===== config.mk =====
export PLATFORM = sky130hd
export DESIGN_NAME = text_console_char_writer
export DESIGN_NICKNAME = d
export VERILOG_FILES = /design/src/rtl/tccw_pkg.sv /design/src/rtl/tccw_front.sv /design/src/rtl/tccw_queue.sv /design/src/rtl/tccw_back.sv /design/src/rtl/text_console_char_writer.sv
export SDC_FILE = /design/constraint.sdc
export NUM_CORES = 1
export LEC_CHECK = 0
export BUFFER_PORTS_ARGS = -buffer_cell sky130_fd_sc_hd__clkbuf_2
export CAP_MARGIN = 10
export CELL_PAD_IN_SITES_DETAIL_PLACEMENT = 2
export CELL_PAD_IN_SITES_GLOBAL_PLACEMENT = 2
export CORE_MARGIN = 1.5
export CORE_UTILIZATION = 40
export DETAILED_ROUTE_END_ITERATION = 8
export MAX_ROUTING_LAYER = met4
export PLACE_DENSITY = 0.89
export SYNTH_ARGS = -nofsm -noshare
export SYNTH_HDL_FRONTEND = slang
export SYNTH_SLANG_ARGS = --single-unit

===== constraint.sdc =====
create_clock -name clk -period 10.3 [get_ports clk]
set_input_delay 1.03 -clock clk [delete_from_list [all_inputs] [get_ports clk]]
set_output_delay 1.03 -clock clk [all_outputs]
set_load 0.005 [all_outputs]

===== src/rtl/tccw_pkg.sv =====
`timescale 1ns / 1ps
// ----------------------------------------------------------------------------
// tccw_pkg
// Shared types and constants of the text console character writer.
// ----------------------------------------------------------------------------
package tccw_pkg;

	localparam int ADDR_W = 14;
	localparam int SIZE_W = 15;
	localparam int PROMPT_W = 7;
	localparam int BYTE_W = 8;
	localparam int CFG_IDX_W = 2;
	localparam int CFG_DATA_W = SIZE_W;

	localparam logic [CFG_IDX_W-1:0] CFG_REGION_BASE = 2'd0;
	localparam logic [CFG_IDX_W-1:0] CFG_REGION_SIZE = 2'd1;
	localparam logic [CFG_IDX_W-1:0] CFG_PROMPT_COLUMNS = 2'd2;
	localparam logic [CFG_IDX_W-1:0] CFG_ERASE_ATTRIBUTE = 2'd3;

	localparam logic [ADDR_W-1:0] RST_REGION_BASE = 14'd0;
	localparam logic [SIZE_W-1:0] RST_REGION_SIZE = 15'd16384;
	localparam logic [PROMPT_W-1:0] RST_PROMPT_COLUMNS = 7'd4;
	localparam logic [BYTE_W-1:0] RST_ERASE_ATTRIBUTE = 8'd7;

	localparam logic [BYTE_W-1:0] CH_BACKSPACE = 8'd8;
	localparam logic [BYTE_W-1:0] CH_TAB = 8'd9;
	localparam logic [BYTE_W-1:0] CH_NEWLINE = 8'd10;
	localparam logic [BYTE_W-1:0] CH_SPACE = 8'h20;

	localparam int TAB_WIDTH = 4;
	localparam int TAB_W = $clog2(TAB_WIDTH);
	localparam logic [TAB_W-1:0] TAB_LAST = TAB_W'(TAB_WIDTH - 1);

	localparam int QUEUE_DEPTH = 2;
	localparam int QPTR_W = $clog2(QUEUE_DEPTH);
	localparam int QCNT_W = $clog2(QUEUE_DEPTH + 1);

	typedef enum logic [3:0] {
		OP_PRINT     = 4'b0001,
		OP_NEWLINE   = 4'b0010,
		OP_BACKSPACE = 4'b0100,
		OP_TAB       = 4'b1000
	} tccw_op_t;

	typedef struct packed {
		logic [BYTE_W-1:0] char_code;
		logic [BYTE_W-1:0] color;
	} tccw_req_t;

	typedef struct packed {
		logic              write_enable;
		logic [ADDR_W-1:0] write_address;
		logic [BYTE_W-1:0] write_char;
		logic [BYTE_W-1:0] write_color;
		logic [ADDR_W-1:0] cursor_position;
		logic [ADDR_W-1:0] display_start;
		logic              last;
	} tccw_rsp_t;

	typedef struct packed {
		tccw_op_t          op;
		logic [BYTE_W-1:0] char_code;
		logic [BYTE_W-1:0] color;
	} tccw_item_t;

	typedef struct packed {
		logic                  we;
		logic [CFG_IDX_W-1:0]  index;
		logic [CFG_DATA_W-1:0] data;
	} tccw_cfg_t;

endpackage


===== src/rtl/tccw_front.sv =====
`timescale 1ns / 1ps
// ----------------------------------------------------------------------------
// tccw_front
// Takes character requests, classifies them and hands them to the queue.
// ----------------------------------------------------------------------------
module tccw_front (
	input  logic                 clk,
	input  logic                 arst_n,
	input  logic                 req_valid,
	output logic                 req_stall,
	input  tccw_pkg::tccw_req_t  req,
	output logic                 push,
	output tccw_pkg::tccw_item_t item,
	input  logic                 queue_full
);

	logic                 valid_s1;
	tccw_pkg::tccw_item_t item_s1;
	tccw_pkg::tccw_op_t   op_class;

	always_comb begin
		unique case (req.char_code)
			tccw_pkg::CH_NEWLINE:   op_class = tccw_pkg::OP_NEWLINE;
			tccw_pkg::CH_BACKSPACE: op_class = tccw_pkg::OP_BACKSPACE;
			tccw_pkg::CH_TAB:       op_class = tccw_pkg::OP_TAB;
			default:                op_class = tccw_pkg::OP_PRINT;
		endcase
	end

	assign req_stall = valid_s1 && queue_full;
	assign push = valid_s1 && !queue_full;
	assign item = item_s1;

	always_ff @(posedge clk or negedge arst_n) begin
		if (!arst_n) begin
			valid_s1 <= 1'b0;
		end else if (!req_stall) begin
			valid_s1 <= req_valid;
		end
	end

	always_ff @(posedge clk) begin
		if (req_valid && !req_stall) begin
			item_s1.op <= op_class;
			item_s1.char_code <= req.char_code;
			item_s1.color <= req.color;
		end
	end

endmodule


===== src/rtl/tccw_queue.sv =====
`timescale 1ns / 1ps
// ----------------------------------------------------------------------------
// tccw_queue
// Short queue of classified requests between front and back.
// ----------------------------------------------------------------------------
module tccw_queue (
	input  logic                 clk,
	input  logic                 arst_n,
	input  logic                 push,
	input  tccw_pkg::tccw_item_t push_item,
	output logic                 full,
	input  logic                 pop,
	output logic                 head_valid,
	output tccw_pkg::tccw_item_t head
);

	tccw_pkg::tccw_item_t              entry_q [tccw_pkg::QUEUE_DEPTH];
	logic [tccw_pkg::QPTR_W-1:0]       wr_ptr_q;
	logic [tccw_pkg::QPTR_W-1:0]       rd_ptr_q;
	logic [tccw_pkg::QCNT_W-1:0]       count_q;
	logic                              do_pop;

	assign full = count_q == tccw_pkg::QCNT_W'(tccw_pkg::QUEUE_DEPTH);
	assign head_valid = count_q != '0;
	assign head = entry_q[rd_ptr_q];
	assign do_pop = pop && head_valid;

	always_ff @(posedge clk or negedge arst_n) begin
		if (!arst_n) begin
			wr_ptr_q <= '0;
			rd_ptr_q <= '0;
			count_q <= '0;
		end else begin
			if (push) begin
				wr_ptr_q <= wr_ptr_q + 1'b1;
			end
			if (do_pop) begin
				rd_ptr_q <= rd_ptr_q + 1'b1;
			end
			if (push && !do_pop) begin
				count_q <= count_q + 1'b1;
			end else if (!push && do_pop) begin
				count_q <= count_q - 1'b1;
			end
		end
	end

	always_ff @(posedge clk) begin
		if (push) begin
			entry_q[wr_ptr_q] <= push_item;
		end
	end

endmodule


===== src/rtl/tccw_back.sv =====
`timescale 1ns / 1ps
// ----------------------------------------------------------------------------
// tccw_back
// Executes queued requests: cursor, cell writes, window scroll, results.
// ----------------------------------------------------------------------------
module tccw_back #(
	parameter int COLUMNS = 80,
	parameter int ROWS = 25,
	parameter int VMEM_WORDS = 16384
) (
	input  logic                 clk,
	input  logic                 arst_n,
	input  tccw_pkg::tccw_cfg_t  cfg,
	input  logic                 head_valid,
	input  tccw_pkg::tccw_item_t head,
	output logic                 pop,
	output logic                 rsp_valid,
	input  logic                 rsp_stall,
	output tccw_pkg::tccw_rsp_t  rsp
);

	localparam int WW = $clog2(2 ** tccw_pkg::ADDR_W + 2 ** tccw_pkg::SIZE_W + VMEM_WORDS
		+ COLUMNS * (ROWS + 1)) + 1;
	localparam int CW = $clog2(COLUMNS);
	localparam logic [WW-1:0] ONE = WW'(1);
	localparam logic [WW-1:0] COLS = WW'(COLUMNS);
	localparam logic [WW-1:0] SCREEN = WW'(COLUMNS * ROWS);
	localparam logic [WW-1:0] VMEM_CAP = WW'(VMEM_WORDS);
	localparam logic [CW-1:0] COL_LAST = CW'(COLUMNS - 1);

	typedef enum logic [1:0] {
		ST_EXEC   = 2'b01,
		ST_SCROLL = 2'b10
	} state_t;

	state_t                           state_q;
	logic [tccw_pkg::ADDR_W-1:0]      base_q;
	logic [tccw_pkg::SIZE_W-1:0]      size_q;
	logic [tccw_pkg::PROMPT_W-1:0]    prompt_q;
	logic [tccw_pkg::BYTE_W-1:0]      erase_q;
	logic [WW-1:0]                    end_q;
	logic [WW-1:0]                    cursor_q;
	logic [WW-1:0]                    ws_q;
	logic [WW-1:0]                    top_q;
	logic [CW-1:0]                    col_q;
	logic [tccw_pkg::TAB_W-1:0]       sub_q;
	tccw_pkg::tccw_rsp_t              pend_q;
	logic                             rsp_valid_q;
	tccw_pkg::tccw_rsp_t              rsp_q;

	logic [WW-1:0]                    cursor_n;
	logic [CW-1:0]                    col_n;
	logic                             we;
	logic [WW-1:0]                    waddr;
	logic [tccw_pkg::BYTE_W-1:0]      wch;
	logic [tccw_pkg::BYTE_W-1:0]      wcol;
	logic                             is_last;
	logic [WW-1:0]                    cur_chk;
	logic [WW-1:0]                    top2;
	logic                             step;
	logic                             more;
	logic [WW-1:0]                    ws_n;
	logic [WW-1:0]                    top_n;
	logic                             out_free;
	logic                             go;
	logic                             emit;
	tccw_pkg::tccw_rsp_t              cand;
	logic [WW-1:0]                    cfg_end_sum;

	always_comb begin
		cursor_n = cursor_q;
		col_n = col_q;
		we = 1'b0;
		waddr = cursor_q;
		wch = head.char_code;
		wcol = head.color;
		unique case (head.op) inside
			tccw_pkg::OP_PRINT, tccw_pkg::OP_TAB: begin
				if (head.op == tccw_pkg::OP_TAB) begin
					wch = tccw_pkg::CH_SPACE;
				end
				if (cursor_q + ONE < end_q) begin
					we = 1'b1;
					cursor_n = cursor_q + ONE;
					col_n = (col_q == COL_LAST) ? '0 : col_q + 1'b1;
				end
			end
			tccw_pkg::OP_NEWLINE: begin
				if (cursor_q + COLS < end_q) begin
					cursor_n = cursor_q - WW'(col_q) + COLS;
					col_n = '0;
				end
			end
			tccw_pkg::OP_BACKSPACE: begin
				wch = tccw_pkg::CH_SPACE;
				wcol = erase_q;
				if (WW'(col_q) > WW'(prompt_q)) begin
					we = 1'b1;
					cursor_n = cursor_q - ONE;
					col_n = col_q - 1'b1;
					waddr = cursor_q - ONE;
				end
			end
			default: ;
		endcase
	end

	assign is_last = (head.op != tccw_pkg::OP_TAB) || (sub_q == tccw_pkg::TAB_LAST);

	// window scroll, one row a cycle while the output is not stalled
	assign cur_chk = (state_q == ST_EXEC) ? cursor_n : cursor_q;
	assign top2 = top_q + COLS;
	assign step = (state_q == ST_SCROLL) || (cur_chk >= top_q && top_q < end_q);
	assign more = step && cur_chk >= top2 && top2 < end_q;
	assign ws_n = step ? ws_q + COLS : ws_q;
	assign top_n = step ? top2 : top_q;

	assign out_free = !rsp_valid_q || !rsp_stall;
	assign go = out_free && (state_q == ST_SCROLL || head_valid);
	assign emit = go && !more;

	always_comb begin
		if (state_q == ST_EXEC) begin
			cand.write_enable = we;
			cand.write_address = we ? waddr[tccw_pkg::ADDR_W-1:0] : '0;
			cand.write_char = we ? wch : '0;
			cand.write_color = we ? wcol : '0;
			cand.last = is_last;
		end else begin
			cand = pend_q;
		end
		cand.cursor_position = cur_chk[tccw_pkg::ADDR_W-1:0];
		cand.display_start = ws_n[tccw_pkg::ADDR_W-1:0];
	end

	assign pop = emit && cand.last;
	assign rsp_valid = rsp_valid_q;
	assign rsp = rsp_q;

	assign cfg_end_sum = (cfg.index == tccw_pkg::CFG_REGION_BASE)
		? WW'(cfg.data[tccw_pkg::ADDR_W-1:0]) + WW'(size_q)
		: WW'(base_q) + WW'(cfg.data);

	always_ff @(posedge clk or negedge arst_n) begin
		if (!arst_n) begin
			state_q <= ST_EXEC;
			base_q <= tccw_pkg::RST_REGION_BASE;
			size_q <= tccw_pkg::RST_REGION_SIZE;
			prompt_q <= tccw_pkg::RST_PROMPT_COLUMNS;
			erase_q <= tccw_pkg::RST_ERASE_ATTRIBUTE;
			end_q <= (WW'(tccw_pkg::RST_REGION_BASE) + WW'(tccw_pkg::RST_REGION_SIZE) > VMEM_CAP)
				? VMEM_CAP : WW'(tccw_pkg::RST_REGION_BASE) + WW'(tccw_pkg::RST_REGION_SIZE);
			cursor_q <= WW'(tccw_pkg::RST_REGION_BASE);
			ws_q <= WW'(tccw_pkg::RST_REGION_BASE);
			top_q <= WW'(tccw_pkg::RST_REGION_BASE) + SCREEN;
			col_q <= '0;
			sub_q <= '0;
			rsp_valid_q <= 1'b0;
		end else if (cfg.we) begin
			unique case (cfg.index)
				tccw_pkg::CFG_REGION_BASE: begin
					base_q <= cfg.data[tccw_pkg::ADDR_W-1:0];
					cursor_q <= WW'(cfg.data[tccw_pkg::ADDR_W-1:0]);
					ws_q <= WW'(cfg.data[tccw_pkg::ADDR_W-1:0]);
					top_q <= WW'(cfg.data[tccw_pkg::ADDR_W-1:0]) + SCREEN;
					col_q <= '0;
					end_q <= (cfg_end_sum > VMEM_CAP) ? VMEM_CAP : cfg_end_sum;
				end
				tccw_pkg::CFG_REGION_SIZE: begin
					size_q <= cfg.data;
					end_q <= (cfg_end_sum > VMEM_CAP) ? VMEM_CAP : cfg_end_sum;
				end
				tccw_pkg::CFG_PROMPT_COLUMNS: begin
					prompt_q <= cfg.data[tccw_pkg::PROMPT_W-1:0];
				end
				tccw_pkg::CFG_ERASE_ATTRIBUTE: begin
					erase_q <= cfg.data[tccw_pkg::BYTE_W-1:0];
				end
				default: ;
			endcase
		end else begin
			if (go) begin
				ws_q <= ws_n;
				top_q <= top_n;
				if (state_q == ST_EXEC) begin
					cursor_q <= cursor_n;
					col_q <= col_n;
				end
				state_q <= more ? ST_SCROLL : ST_EXEC;
			end
			if (emit) begin
				rsp_valid_q <= 1'b1;
				sub_q <= cand.last ? '0 : sub_q + 1'b1;
			end else if (!rsp_stall) begin
				rsp_valid_q <= 1'b0;
			end
		end
	end

	always_ff @(posedge clk) begin
		if (go && state_q == ST_EXEC && more) begin
			pend_q <= cand;
		end
		if (emit) begin
			rsp_q <= cand;
		end
	end

	a_top_tracks_window: assert property (@(posedge clk) disable iff (!arst_n)
		top_q == ws_q + SCREEN)
		else $error("window end out of step with window start");

	a_cursor_in_region: assert property (@(posedge clk) disable iff (!arst_n)
		cursor_q >= WW'(base_q))
		else $error("cursor below region base");

	a_column_range: assert property (@(posedge clk) disable iff (!arst_n)
		WW'(col_q) < COLS)
		else $error("column counter out of range");

	a_scroll_holds_result: assert property (@(posedge clk) disable iff (!arst_n)
		state_q == ST_SCROLL |-> head_valid)
		else $error("scrolling with no request at the queue head");

endmodule


===== src/rtl/text_console_char_writer.sv =====
`timescale 1ns / 1ps
// a request passes the front stage register, the queue and the result register
// throughput: one request per cycle unless the output stalls; a tab gives four results
// scrolling over more than one row holds off the next request (after a region resize only)
// reset: cursor and display start go to the region base, registers to their reset values
// ----------------------------------------------------------------------------
// text_console_char_writer
// Text console cursor and scroll unit: turns characters into cell writes.
// ----------------------------------------------------------------------------
module text_console_char_writer #(
	parameter int COLUMNS = 80,
	parameter int ROWS = 25,
	parameter int VMEM_WORDS = 16384
) (
	input  logic                               clk,
	input  logic                               arst_n,
	input  logic                               cfg_we,
	input  logic [tccw_pkg::CFG_IDX_W-1:0]     cfg_index,
	input  logic [tccw_pkg::CFG_DATA_W-1:0]    cfg_data,
	input  logic                               req_valid,
	output logic                               req_stall,
	input  tccw_pkg::tccw_req_t                req,
	output logic                               rsp_valid,
	input  logic                               rsp_stall,
	output tccw_pkg::tccw_rsp_t                rsp
);

	logic                 push;
	tccw_pkg::tccw_item_t push_item;
	logic                 queue_full;
	logic                 pop;
	logic                 head_valid;
	tccw_pkg::tccw_item_t head;
	tccw_pkg::tccw_cfg_t  cfg;

	assign cfg.we = cfg_we;
	assign cfg.index = cfg_index;
	assign cfg.data = cfg_data;

	tccw_front u_front (
		.clk        (clk),
		.arst_n     (arst_n),
		.req_valid  (req_valid),
		.req_stall  (req_stall),
		.req        (req),
		.push       (push),
		.item       (push_item),
		.queue_full (queue_full)
	);

	tccw_queue u_queue (
		.clk        (clk),
		.arst_n     (arst_n),
		.push       (push),
		.push_item  (push_item),
		.full       (queue_full),
		.pop        (pop),
		.head_valid (head_valid),
		.head       (head)
	);

	tccw_back #(
		.COLUMNS    (COLUMNS),
		.ROWS       (ROWS),
		.VMEM_WORDS (VMEM_WORDS)
	) u_back (
		.clk        (clk),
		.arst_n     (arst_n),
		.cfg        (cfg),
		.head_valid (head_valid),
		.head       (head),
		.pop        (pop),
		.rsp_valid  (rsp_valid),
		.rsp_stall  (rsp_stall),
		.rsp        (rsp)
	);

endmodule


Word-level counts from Yosys, hierarchy flattened --
Memories as Yosys holds them, arrays and structs flattened. Cells that the tools add are included.
Storage, ports and cells: input bits 38, memory bits (writable) 40, output and inout bits 62, memories kept 1, register bits 245
Cells by class: equality and inequality tests 21, multiplexer cells 47, reduce and logical (&&, ||, !) cells 45, magnitude comparators 8, bitwise logic cells 1, add/sub/neg operators 17
Memories:
- u_queue.entry_q | words 2, width 20, read ports 1, clocked after Yosys merged registers in 0, write ports 1, line tccw_queue.sv:17 | tccw_pkg::tccw_item_t entry_q [tccw_pkg::QUEUE_DEPTH];
Operators by type and width (count):
- 18-bit 2-to-1 mux | 16
- 18-bit by 7-bit adder with 18-bit output, second input constant | 4
- 18-bit less-than comparator | 4
- 7-bit 2-to-1 mux | 8
- 18-bit one-hot mux with 3 select lines | 1
- 18-bit greater-or-equal comparator | 2
- 14-bit by 15-bit adder with 16-bit output | 2
- 8-bit 2-to-1 mux | 4
- 31-bit 2-to-1 mux | 1
- 14-bit 2-to-1 mux | 2
- 8-bit by 4-bit == test with 1-bit output, second input constant | 3
- 7-bit one-hot mux with 3 select lines | 1
- 18-bit by 1-bit adder with 18-bit output, second input constant | 1
- 18-bit by 15-bit greater-than comparator with 1-bit output, second input constant | 1
- 2-bit AND reduction | 9
- 18-bit by 1-bit subtractor with 18-bit output, second input constant | 1
- 18-bit by 7-bit subtractor with 18-bit output | 1
- 8-bit one-hot mux with 2 select lines | 1
- 14-bit by 11-bit adder with 15-bit output, second input constant | 1
- 1-bit logical AND | 14
- 4-bit one-hot mux with 3 select lines | 1
- 2-bit == test, second input constant | 5
- 2-bit nonzero test | 5
- 2-bit 2-to-1 mux | 4
- 26 further kinds | 47

Logic depth before layout (Yosys ltp) --
depth in word-level cells 17, mapped depth 32, gate-level depth less buffers 29

By module --
Synthesis repeated with hierarchy kept, for this count alone.
Unflattened totals: cell total of the unflattened synthesis 1862, area total of the unflattened synthesis 18546.5 sq um
Modules (own cells, without submodules):
- tccw_back | area each 16188.0 sq um, cells an instance 1752, times used 1, sequential area each 5831.8 sq um
- tccw_queue | area each 1650.3 sq um, cells an instance 78, times used 1, sequential area each 1301.2 sq um
- tccw_front | area each 708.2 sq um, cells an instance 32, times used 1, sequential area each 625.6 sq um

Least setup slack after synthesis --
No wires, ideal clock.
path kind reg2reg, start register u_back.cursor_q[1], end register u_back.rsp_q (netlist bit u_back.rsp[0]), enable pin, data required time 9.815 ns, arrival time 7.644 ns, stages on the path, launching flop included 27, library setup time 0.485 ns, setup slack 2.171 ns, buffers on the path 2, period minus slack after synthesis 8.129 ns, path through dfrtp_1 ha_1 and4_1 and2_1 and3_1 clkbuf_2 nand3_1 xnor2_1 ha_1 nand4_1 nor2_1 a22o_1 a311oi_1 and3_1 buf_2 a221o_1 o21ai_0 nand2_1 ha_1 a211o_1 nor3_1 o31a_1 o21ai_0 a21oi_1 o31a_1 or4_4 nor2b_1
RTL lines:
- from (decl) | line tccw_back.sv:42 | logic [WW-1:0] cursor_q;
- from (signal assigned) | line tccw_back.sv:153 | cursor_q <= WW'(tccw_pkg::RST_REGION_BASE);
- from (signal assigned) | line tccw_back.sv:163 | cursor_q <= WW'(cfg.data[tccw_pkg::ADDR_W-1:0]);
- from (signal assigned) | line tccw_back.sv:186 | cursor_q <= cursor_n;
- to (signal assigned) | line tccw_back.sv:205 | rsp_q <= cand;
- to (decl) | line tccw_back.sv:49 | tccw_pkg::tccw_rsp_t rsp_q;

==> impl_metrics.toml <==
[clock_network]
cts_setup_buffers = 0
cts_buffers = 31
cts_hold_buf = 0
cts.sinks = 279
clockBufferDepth = 3
cts_max_level = 1
clkLatencyLatePin_ns = 0.62
cts_root_buf = "clkbuf_16"
ctsResizeCount = 0
tritoncts = "yes"
clk_pin_slew_worst_paths_ns = 0.07

[die]
start_util = 0.407
fp.coreArea_mm2 = 0.0443
ios = 100
rows = 77
fp.dieH_um = 215
fp.dieArea_mm2 = 0.0464
die_w_um = 215

[pwr]
power.leakage_nw = 8.46
power.total_mw = 6.59
pwr_density_cell_mw_per_mm2 = 324
ir_worst_vdd_v = 0.000170

[detailed_routing]
first_pass_iters = 7
drc = 0
post_drt_wl_per_cell_um = 32.5
viasPerCell = 6.59
route.vias.total = 16725
drtIter0Drc = 1505
wl_um = 82400
ant_nets = 0

[cells_and_area]
drive_above_1_share = 0.128
area_growth_pct = 12.6
final_nets = 2139
seq_area_mm2 = 0.00776
stdcell_area_mm2 = 0.0203
multi_input_area_mm2 = 0.00956
nFillCells = 4639

[hold_path]
worstHoldPathType = "in -> async"

[timing]
fin_setup_tns_ns = 0
tightest_slew_ns = 1.27
finalCriticalPeriod_ns = 9.27
slew_headroom = 0.156
hold_violations = 0
fin_crit_sh = 0.900
slew_viol_final = 0
grt_setup_unrepaired = "false"
fin_skew_ns = 0.0278
fmax_mhz = 108
finalSetupViolations = 0

[global_routing]
grt.total_usage = 0.364
globalRouteMet1Util = 0.416
antenna_found_initial = 2
grt_overflow_total = 0
use_met2 = 0.593
gr-usage-met3 = 0.0655
grt_pass1_wl_um = 123000
grt_max_degree = 70
grt-busiest-layer = "met2"
grt_pass1_vias = 18459

[placed_design]
gp_congestion = 0.948
dp_hpwl_um = 54800
placed_area_mm2 = 0.0192
numPortBuffers = 99

[synthesis]
yosysWarningCount = 0
ys_seq_area_frac = 0.430
synth_edf_count = 152
syn-num-nets = 2056
ys_ff_latch = 279
netlist_area_mm2 = 0.0180
synth_flop_cell = "edfxtp_1"
synthDistinctLibCells = 85
synthArstFlopShare = 0.455
synthCells = 1834
post_synth.cell_area_avg_um2 = 9.83

[critical_path]
startpoint_type = "register"
crit_required_ns = 10.56
critical_path.endpoint_type = "register"
crit_fanout = 23
critical_path_class = "reg -> reg"
crit_arrival_ns = 9.53

[run]
max_cap_viol_count = 0

[status]
status = "finished, final reports clean"
-- per-layer routing --
layer,share of wire,wire length [µm],vias up
li1,-,-,6878
met1,0.38,31300,8497
met2,0.48,39400,927
met3,0.070,5750,423
met4,0.072,5910,0
met5,0,0,-
-- metrics by stage --
step | hold WS, ns | instances | util | setup slack [ns]
finish | 0.400 | 2537 | 0.458 | 1.03
global route | 0.444 | 2537 | 0.458 | 0.897
CTS | 0.446 | 2534 | 0.458 | 1.42
detailed placement | 0.442 | 2476 | 0.433 | 1.71
global placement | 0.426 | 2476 | 0.433 | 2.40
floorplan | 0.421 | 1834 | - | 2.17
-- flip-flops by register name, summed over array words and instances, names as in the netlist, 2 cells and up --
signal,cells
u_back.end_q,16
u_back.state_q,2
u_back.size_q,15
u_back.top_q,18
u_back.ws_q,14
u_back.sub_q,2
u_back.rsp,60
u_back.cursor_q,18
u_back.pend_q,32
u_back.col_q,7
u_back.prompt_q,7
u_back.base_q,14
u_queue.entry_q,40
u_back.erase_q,8
u_queue.count_q,2
u_front.item,20
-- placed cells by master (no fill, tap or decap), drive strengths merged, types with 22 or more instances in the layout --
| cell | count |
|---|---|
| dfrtp | 114 |
| o22ai | 22 |
| o21ai | 123 |
| nand2 | 187 |
| edfxtp | 152 |
| inv | 116 |
| nor2 | 129 |
| mux2 | 32 |
| buf | 24 |
| a21o | 28 |
| clkbuf | 134 |
| xnor2 | 82 |
| a21oi | 105 |
| nand3 | 55 |
| ha | 181 |
| o211ai | 22 |
| o31ai | 24 |
| nor3 | 35 |
-- critical path: stages (launching register included) --
cell	delay [ns]
dfrtp_1	0.66
ha_1	0.41
and4_1	0.31
and2_1	0.17
and3_1	0.36
nand3_1	0.16
xnor2_1	0.26
ha_1	0.30
nand4_1	0.10
nor2_1	0.08
a22o_1	0.22
a311oi_1	0.29
nand3_1	0.50
o32ai_1	0.61
a21oi_1	0.16
nor2_1	0.20
a21o_1	0.16
ha_1	0.22
or3_1	0.14
o21ai_0	0.11
o31a_1	0.33
o21ai_0	0.24
a21oi_1	0.17
o31a_1	0.48
or4_4	0.72
nor3_2	0.96
buf_4	0.52
-- worst paths after layout --
kind	from	to	slack, ns	depth (start not counted)
max reg2reg	u_back.cursor_q[1]	u_back.pend_q[52]	1.03	26
min reg2reg	u_back.ws_q[2]	u_back.rsp[3]	0.46	0
max	u_back.cursor_q[1]	u_back.pend_q[52]	1.03	26
min in group clk	u_back.ws_q[2]	u_back.rsp[3]	0.46	0
min	arst_n	u_back.size_q[12]	0.40	1
max in group asynchronous	arst_n	u_back.base_q[6]	8.35	2
-- report_power, final --
| group | internal [mW] | switching, mW |
|---|---|---|
| clock network | 0.729 | 0.540 |
| logic | 1.15 | 2.20 |
| registers | 1.61 | 0.358 |
| total | 3.49 | 3.10 |
-- cells in the mapped netlist (all sizes together) (7+ instances only) --
cell type	count	share of area
nor4	12	0.0045
o211ai	22	0.0092
edfxtp	152	0.25
mux2i	21	0.012
dfrtp	114	0.16
nand4	16	0.0056
nand3	55	0.016
nor2	129	0.027
o31ai	24	0.011
dfstp	13	0.019
o22a	7	0.0034
xor2	21	0.010
buf	14	0.0040
o22ai	22	0.0076
a211oi	20	0.0086
or4	7	0.0031
mux2	32	0.020
nor3	35	0.0097
nor2b	14	0.0049
nand2b	18	0.0062
xnor2	82	0.040
ha	181	0.13
nand2	187	0.039
a21oi	105	0.030
and3	19	0.0066
or2	8	0.0028
inv	114	0.024
o31a	9	0.0044
a21o	28	0.012
a31oi	19	0.0066
or3	13	0.0045
o21a	21	0.0087
o21ai	123	0.034
nor3b	9	0.0037
clkbuf	58	0.012
-- cell type report --
class,count,area share
Multi-Input combinational cell,1364,0.471
Sequential cell,279,0.382
Clock buffer,36,0.0406
Tap cell,592,0.0365
Timing Repair Buffer,122,0.0332
Inverter,119,0.0220
Clock inverter,22,0.0145
Antenna cell,3,0.000370
-- logic make-up (layout without fill, tap and decap cells) --
family / Yosys count / in the layout / share of synthesized area
AOI/OAI and AO/OA: 480 / 480 / 0.175
xor gates and xnor gates: 103 / 103 / 0.0500
adders and majority gates: 184 / 184 / 0.129
buffers and inverters: 191 / 299 / 0.0409
DFF: 279 / 279 / 0.430
muxes: 53 / 53 / 0.0316
other: 0 / 3 / 0
and+or+nand+nor: 544 / 544 / 0.143
(Power assumes the default switching activity.)
